[src/urs_pkg.sv]
// shared types and constants for the ultrasonic ranging sequencer
`timescale 1ns / 1ps

package urs_pkg;

  // field widths
  localparam int unsigned OP_W    = 2;
  localparam int unsigned CHSEL_W = 2;
  localparam int unsigned STAMP_W = 16;
  localparam int unsigned DIST_W  = 16;
  localparam int unsigned CFG_W   = 16;

  // stream widths
  localparam int unsigned IN_TDATA_W  = 24;
  localparam int unsigned IN_TUSER_W  = OP_W;
  localparam int unsigned OUT_TDATA_W = 48;

  // configuration register indexes
  localparam logic CFG_TIMEOUT = 1'b0;
  localparam logic CFG_SCALE   = 1'b1;

  // reset values and special distances
  localparam logic [CFG_W-1:0]  TIMEOUT_RST  = 16'd40000;
  localparam logic [CFG_W-1:0]  SCALE_RST    = 16'd11239;
  localparam logic [DIST_W-1:0] DIST_UNKNOWN = 16'hFFFF;

  // item operations
  typedef enum logic [OP_W-1:0] {
    OP_START = 2'd0,
    OP_EDGE  = 2'd1,
    OP_POLL  = 2'd2,
    OP_READ  = 2'd3
  } op_t;

  // measurement phase of the active channel
  typedef enum logic [2:0] {
    PH_IDLE       = 3'd0,
    PH_WAIT_START = 3'd2,
    PH_WAIT_END   = 3'd3,
    PH_COMPLETE   = 3'd4,
    PH_TIMEOUT    = 3'd5
  } phase_t;

  // one accepted input item
  typedef struct packed {
    op_t                operation;
    logic [CHSEL_W-1:0] channel;
    logic               level;
    logic [STAMP_W-1:0] now;
  } in_item_t;

  // one result item, packed so that trigger_fire lands in bit 0
  typedef struct packed {
    logic               read_fresh;
    logic [DIST_W-1:0]  read_distance;
    logic               running;
    logic               done_timeout;
    logic [DIST_W-1:0]  done_distance;
    logic [CHSEL_W-1:0] done_channel;
    logic               done_valid;
    logic [CHSEL_W-1:0] trigger_channel;
    logic               trigger_fire;
  } out_item_t;

endpackage

[src/ultrasonic_ranging_sequencer_core.sv]
// top level of the multi-channel ultrasonic echo ranging sequencer
`timescale 1ns / 1ps

// Takes one item per clock while the output is not stalled: an item is captured
// in an input register, and when it advances one pass of logic (a 16x16 multiply
// for the echo width to distance scaling, the wrap-around timeout compare and the
// channel update) writes the sequencer state and the output register. A result is
// presented from the output register and is taken when out_tready is high; while
// a result waits, one more item is held in the input register and then in_tready
// drops until the result is taken.
// Start re-arms channel 0, echo edges count only on the active channel, a poll
// times out or advances the sequence, and a read returns a stored distance.
// Configuration writes must be made while no item is in flight.
module ultrasonic_ranging_sequencer_core #(
  parameter int unsigned CHANNELS = 4
) (
  input  logic                                clk,
  input  logic                                rst_n,
  // configuration write port
  input  logic                                cfg_we,
  input  logic                                cfg_addr,
  input  logic [urs_pkg::CFG_W-1:0]           cfg_wdata,
  // input stream
  input  logic                                in_tvalid,
  output logic                                in_tready,
  // tdata: channel[1:0], level[2], now[18:3], zero fill
  input  logic [urs_pkg::IN_TDATA_W-1:0]      in_tdata,
  // tuser: operation[1:0]
  input  logic [urs_pkg::IN_TUSER_W-1:0]      in_tuser,
  // result stream
  output logic                                out_tvalid,
  input  logic                                out_tready,
  // tdata: trigger_fire[0], trigger_channel[2:1], done_valid[3],
  // done_channel[5:4], done_distance[21:6], done_timeout[22], running[23],
  // read_distance[39:24], read_fresh[40], zero fill
  output logic [urs_pkg::OUT_TDATA_W-1:0]     out_tdata
);
  import urs_pkg::*;

  localparam int unsigned CH_W  = (CHANNELS > 1) ? $clog2(CHANNELS) : 1;
  localparam int unsigned IDX_W = (CH_W > CHSEL_W) ? CH_W : CHSEL_W;
  localparam int unsigned OUT_W = $bits(out_item_t);

  // configuration registers
  logic [CFG_W-1:0] timeout_r;
  logic [CFG_W-1:0] scale_r;

  // input stage and output stage
  logic       s1_valid_r;
  in_item_t   s1_item_r;
  logic       out_valid_r;
  out_item_t  out_item_r;
  out_item_t  out_item_nxt;
  logic       advance;

  // sequencer state
  phase_t                 phase_r, phase_nxt;
  logic [CH_W-1:0]        active_r, active_nxt;
  logic                   seq_active_r, seq_active_nxt;
  logic [STAMP_W-1:0]     trig_stamp_r, trig_stamp_nxt;
  logic [STAMP_W-1:0]     echo_stamp_r, echo_stamp_nxt;
  logic [CHANNELS-1:0]    fresh_r, fresh_nxt;
  logic [DIST_W-1:0]      dist_r [CHANNELS];
  logic                   dist_we;
  logic [DIST_W-1:0]      dist_wdata;

  // helpers
  logic [IDX_W-1:0]       ch_ext;
  logic [IDX_W-1:0]       active_ext;
  logic [IDX_W-1:0]       next_ext;
  logic                   ch_in_range;
  logic [CH_W-1:0]        ch_idx;
  logic [CH_W-1:0]        next_ch;
  logic                   last_ch;
  logic [STAMP_W-1:0]     echo_width;
  logic [2*STAMP_W-1:0]   echo_prod;
  logic [STAMP_W-1:0]     elapsed;

  // handshake
  assign advance    = s1_valid_r && (!out_valid_r || out_tready);
  assign in_tready  = !s1_valid_r || advance;
  assign out_tvalid = out_valid_r;
  assign out_tdata  = {{(OUT_TDATA_W - OUT_W){1'b0}}, out_item_r};

  // configuration writes
  always_ff @(posedge clk) begin
    if (!rst_n) begin
      timeout_r <= TIMEOUT_RST;
      scale_r   <= SCALE_RST;
    end else if (cfg_we) begin
      case (cfg_addr)
        CFG_TIMEOUT: timeout_r <= cfg_wdata;
        CFG_SCALE:   scale_r   <= cfg_wdata;
        default:     timeout_r <= timeout_r;
      endcase
    end
  end

  // input register
  always_ff @(posedge clk) begin
    if (!rst_n) begin
      s1_valid_r <= 1'b0;
    end else if (in_tready) begin
      s1_valid_r <= in_tvalid;
    end
  end

  always_ff @(posedge clk) begin
    if (in_tready && in_tvalid) begin
      s1_item_r.operation <= op_t'(in_tuser);
      s1_item_r.channel   <= in_tdata[CHSEL_W-1:0];
      s1_item_r.level     <= in_tdata[CHSEL_W];
      s1_item_r.now       <= in_tdata[CHSEL_W+STAMP_W:CHSEL_W+1];
    end
  end

  // index helpers
  assign ch_ext      = IDX_W'(s1_item_r.channel);
  assign active_ext  = IDX_W'(active_r);
  assign ch_in_range = (32'(ch_ext) < CHANNELS);
  assign ch_idx      = CH_W'(ch_ext);
  assign next_ch     = active_r + CH_W'(1);
  assign next_ext    = IDX_W'(next_ch);
  assign last_ch     = (active_r == CH_W'(CHANNELS - 1));

  // echo width to distance, and time since trigger
  assign echo_width = s1_item_r.now - echo_stamp_r;
  assign echo_prod  = echo_width * scale_r;
  assign elapsed    = s1_item_r.now - trig_stamp_r;

  // item processing
  always_comb begin
    phase_nxt      = phase_r;
    active_nxt     = active_r;
    seq_active_nxt = seq_active_r;
    trig_stamp_nxt = trig_stamp_r;
    echo_stamp_nxt = echo_stamp_r;
    fresh_nxt      = fresh_r;
    dist_we        = 1'b0;
    dist_wdata     = DIST_UNKNOWN;
    out_item_nxt   = '0;

    case (s1_item_r.operation)
      OP_START: begin
        active_nxt     = '0;
        seq_active_nxt = 1'b1;
        fresh_nxt      = '0;
        phase_nxt      = PH_WAIT_START;
        trig_stamp_nxt = s1_item_r.now;
        out_item_nxt.trigger_fire    = 1'b1;
        out_item_nxt.trigger_channel = '0;
      end
      OP_EDGE: begin
        if (seq_active_r && ch_in_range && (ch_ext == active_ext)) begin
          if (s1_item_r.level) begin
            if (phase_r == PH_WAIT_START) begin
              echo_stamp_nxt = s1_item_r.now;
              phase_nxt      = PH_WAIT_END;
            end
          end else if (phase_r == PH_WAIT_END) begin
            dist_we                    = 1'b1;
            dist_wdata                 = echo_prod[2*STAMP_W-1:STAMP_W];
            phase_nxt                  = PH_COMPLETE;
            fresh_nxt[active_r]        = 1'b1;
            out_item_nxt.done_valid    = 1'b1;
            out_item_nxt.done_channel  = active_ext[CHSEL_W-1:0];
            out_item_nxt.done_distance = echo_prod[2*STAMP_W-1:STAMP_W];
          end
        end
      end
      OP_POLL: begin
        if (seq_active_r) begin
          // timeout while still waiting on the echo
          if (((phase_r == PH_WAIT_START) || (phase_r == PH_WAIT_END)) &&
              (elapsed > timeout_r)) begin
            dist_we                    = 1'b1;
            dist_wdata                 = DIST_UNKNOWN;
            fresh_nxt[active_r]        = 1'b1;
            out_item_nxt.done_valid    = 1'b1;
            out_item_nxt.done_channel  = active_ext[CHSEL_W-1:0];
            out_item_nxt.done_distance = DIST_UNKNOWN;
            out_item_nxt.done_timeout  = 1'b1;
            phase_nxt                  = PH_TIMEOUT;
          end
          // finished channel: move on or end the run
          if ((phase_r == PH_COMPLETE) || (phase_r == PH_TIMEOUT) ||
              out_item_nxt.done_timeout) begin
            if (last_ch) begin
              seq_active_nxt = 1'b0;
            end else begin
              active_nxt                   = next_ch;
              phase_nxt                    = PH_WAIT_START;
              fresh_nxt[next_ch]           = 1'b0;
              trig_stamp_nxt               = s1_item_r.now;
              out_item_nxt.trigger_fire    = 1'b1;
              out_item_nxt.trigger_channel = next_ext[CHSEL_W-1:0];
            end
          end
        end
      end
      OP_READ: begin
        if (ch_in_range) begin
          out_item_nxt.read_distance = dist_r[ch_idx];
          out_item_nxt.read_fresh    = fresh_r[ch_idx];
        end else begin
          out_item_nxt.read_distance = DIST_UNKNOWN;
          out_item_nxt.read_fresh    = 1'b0;
        end
      end
      default: begin
        out_item_nxt = '0;
      end
    endcase

    out_item_nxt.running = seq_active_nxt;
  end

  // sequencer control state
  always_ff @(posedge clk) begin
    if (!rst_n) begin
      phase_r      <= PH_IDLE;
      active_r     <= '0;
      seq_active_r <= 1'b0;
      trig_stamp_r <= '0;
      echo_stamp_r <= '0;
      fresh_r      <= '0;
    end else if (advance) begin
      phase_r      <= phase_nxt;
      active_r     <= active_nxt;
      seq_active_r <= seq_active_nxt;
      trig_stamp_r <= trig_stamp_nxt;
      echo_stamp_r <= echo_stamp_nxt;
      fresh_r      <= fresh_nxt;
    end
  end

  // stored distances, written for the active channel
  always_ff @(posedge clk) begin
    if (!rst_n) begin
      for (int i = 0; i < CHANNELS; i++) begin
        dist_r[i] <= DIST_UNKNOWN;
      end
    end else if (advance && dist_we) begin
      dist_r[active_r] <= dist_wdata;
    end
  end

  // output register
  always_ff @(posedge clk) begin
    if (!rst_n) begin
      out_valid_r <= 1'b0;
    end else if (advance) begin
      out_valid_r <= 1'b1;
    end else if (out_tready) begin
      out_valid_r <= 1'b0;
    end
  end

  always_ff @(posedge clk) begin
    if (advance) begin
      out_item_r <= out_item_nxt;
    end
  end

endmodule

[config.mk]
export PLATFORM = sky130hd
export DESIGN_NAME = ultrasonic_ranging_sequencer_core
export DESIGN_NICKNAME = d
export VERILOG_FILES = /design/src/urs_pkg.sv /design/src/ultrasonic_ranging_sequencer_core.sv
export SDC_FILE = /design/constraint.sdc
export NUM_CORES = 1
export LEC_CHECK = 0
export ABC_AREA = 0
export ABC_CLOCK_PERIOD_IN_PS = 14700
export BUFFER_PORTS_ARGS = -buffer_cell sky130_fd_sc_hd__buf_4
export CAP_MARGIN = 5
export CORE_ASPECT_RATIO = 0.8
export CORE_MARGIN = 4
export CORE_UTILIZATION = 60
export DETAILED_ROUTE_END_ITERATION = 10
export GPL_ROUTABILITY_DRIVEN = 1
export PLACE_DENSITY_LB_ADDON = 0.3
export SYNTH_ARGS = -nofsm -noshare
export SYNTH_HDL_FRONTEND = slang
export SYNTH_SLANG_ARGS = --single-unit
[constraint.sdc]
create_clock -name clk -period 14.7 [get_ports clk]
set_input_delay 1.47 -clock clk [delete_from_list [all_inputs] [get_ports clk]]
set_output_delay 1.47 -clock clk [all_outputs]
set_load 0.02 [all_outputs]
==> flow_summary.toml <==
[status]
status = "finished, final reports clean"

[layout]
nets = 2324
stdcell_area_sq_mm = 0.0201
antennaDiodeCount = 0
layout-drive-gt1-share_pct = 9.95
layout_commonest_cell = "inv_1"
seq_area_sq_mm = 0.00531
final_cell_mix = "inv_1 (291), nand2_1 (277), fa_1 (195), ha_1 (155), edfxtp_1 (126)"
n_fill_cell = 2371
syn_to_final_growth_pct = 9.26
multi_input_area_sq_mm = 0.0117

[worst_setup_path]
end_kind = "flop"
crit_fanout = 16
cp-start-kind = "flop"
arrival_ns = 9.15
cp_common_cell = "fa_1"
worstPathRequired_ns = 14.91
critPathSlowestCell = "a211o_1"
max_stage_delay_ns = 0.59
crit_type = "flop to flop"

[clock_network]
clk_latency_ns = 0.50
cts_inserted_buffers = 21
holdBufCountCts = 0
clk_pin_slew_ns = 0.06
cts.sinks = 202
cts_root_buffer = "clkbuf_16"
cts_tree = "yes"
cts_resized = 0
cts_setup_buffers = 0
cts_max_level = 1
clockBufferDepth = 3

[detailed_routing]
wire_per_inst_microns = 17.3
vias_per_cell = 5.63
drtAntennaViolNets = 0
totalWireLength_microns = 40800
drt_pass1_iterations = 6
vias = 13240
drtIter0Drc = 930
drcViolationCount = 0

[global_routing]
grtUsageTotal_pct = 24.9
grt_pass1_wl_microns = 67800
grt_pass1_vias = 13364
grt_start_max_net_pins = 68
antenna_found_initial = 0
grt-ovfl-total = 0

[placed_design]
port_buffers = 85
globalplace.congestion = 0.878
place_area_sq_mm = 0.0194
hpwl_microns = 31200

[logic_synthesis]
syn_inst = 1876
synth_cell_types = 82
syn_area_sq_mm = 0.0184
synthTopCellsByArea = "fa_1 (21%), edfxtp_1 (21%), ha_1 (11%)"
syn-mean-instance-area_sq_um = 9.80
synth_top_area_share_pct = 21.2
ys_async_sr_fraction_pct = 0
synth_edf_count = 126
yosysTopAreaCell = "fa_1"
yosys_warnings = 0
ys_ff_latch = 202
yosysSeqAreaShare_pct = 28.9
synth_ff_type = "edfxtp_1"

[sta]
hold-worst-slack_ns = 0.468
setup_viol = 0
fin_tns_setup_ns = 0
post-route-period-util_pct = 60.8
maxSlewHeadroom_pct = 32.2
hold_viol_final = 0
fmax_mhz = 112
drv_slew = 0
rsz0062_at_grt = "false"
period_minus_slack_ns = 8.93
fin_skew_ns = 0.0108
worst_slew_pin_slew_ns = 1.01

[floorplan]
die_h_microns = 165
rows = 57
dieArea_sq_mm = 0.0335
die_x_microns = 204
initial_core_util_pct = 60.6
ios = 98
fp.coreArea_sq_mm = 0.0303

[min_path]
min_path_type = "flop to flop"

[run]
drv_cap = 0
-- state kept, by name, indices dropped and copies added, names as in the netlist --
register,cells
trig_stamp_r,16
active_ext,2
out_tvalid,1
timeout_r,16
ch_ext,2
echo_stamp_r,16
dist_r,64
seq_active_r,1
phase_r,3
scale_r,16
s1_item_r,19
out_tdata,41
fresh_r,4
s1_valid_r,1
-- worst paths after layout --
kind	start	end	slack [ns]	depth (start not counted)
setup reg to reg	s1_item_r[0]	out_tdata[20]	5.77	29
setup / recovery	s1_item_r[0]	out_tdata[20]	5.77	29
hold reg to reg	timeout_r[13]	timeout_r[13]	0.47	2
hold / removal	timeout_r[13]	timeout_r[13]	0.47	2
-- Yosys cell counts, drive strengths merged, types with 5 or more instances --
master	count
a2111oi	5
a211oi	8
a21boi	13
a21o	12
a21oi	65
a31oi	5
and2	113
and3	18
buf	20
clkbuf	65
dfxtp	76
edfxtp	126
fa	195
ha	155
inv	293
mux2	9
mux2i	41
mux4	17
nand2	277
nand2b	33
nand3	39
nand4	6
nor2	50
nor2b	58
nor3	21
o211ai	14
o21a	7
o21ai	34
o21bai	5
or3	7
xnor2	30
xor2	10
-- cell families after synthesis --
| kind of cell | synth area share (%) |
|---|---|
| compound gates | 6.94 |
| xor+xnor | 1.99 |
| fa+ha+maj | 31.8 |
| buf+inv | 8.04 |
| flops | 28.9 |
| mux | 4.87 |
| other cells | 0.0204 |
| simple gates | 17.5 |
-- cell type report --
type / instances / share of cell area, %
Clock buffer: 24 / 2.77
Clock inverter: 13 / 0.704
Inverter: 294 / 5.49
Multi-Input combinational cell: 1301 / 58.1
Sequential cell: 202 / 26.4
Tap cell: 413 / 2.57
Timing Repair Buffer: 106 / 3.96
-- critical path, delay by kind of cell, from the launching register on --
kind	cells	cell delay [ns]
multiplexers	1	0.42
AND/OR/NAND/NOR	2	0.27
buffers and inverters	4	0.23
XOR/XNOR	1	0.33
adder cells (fa/ha/maj)	9	3.96
AO/OA/AOI/OAI	12	3.04
flip-flops	1	0.37
-- metal layers --
metal / vias to the layer above / share of wire (%) / GRT usage, %
met4: 0 / 2.4 / 6.62
li1: 6160 / - / -
met3: 84 / 9.6 / 6.42
met1: 6470 / 42 / 34.1
met5: - / 0 / 0
met2: 526 / 46 / 40.1
-- per-stage QoR --
| step | std cells | util [%] | setup slack (ns) |
|---|---|---|---|
| after detailed placement | 2316 | 64.0 | 5.82 |
| after global placement | 2316 | 64.0 | 5.89 |
| after CTS | 2353 | 66.3 | 5.81 |
| after global routing | 2353 | 66.3 | 5.35 |
| final | 2353 | 66.3 | 5.77 |
| after floorplan | 1882 | - | 6.87 |
Power is not shown: default switching activity piles up to over one toggle a cycle in this logic, so the estimate is an artifact.
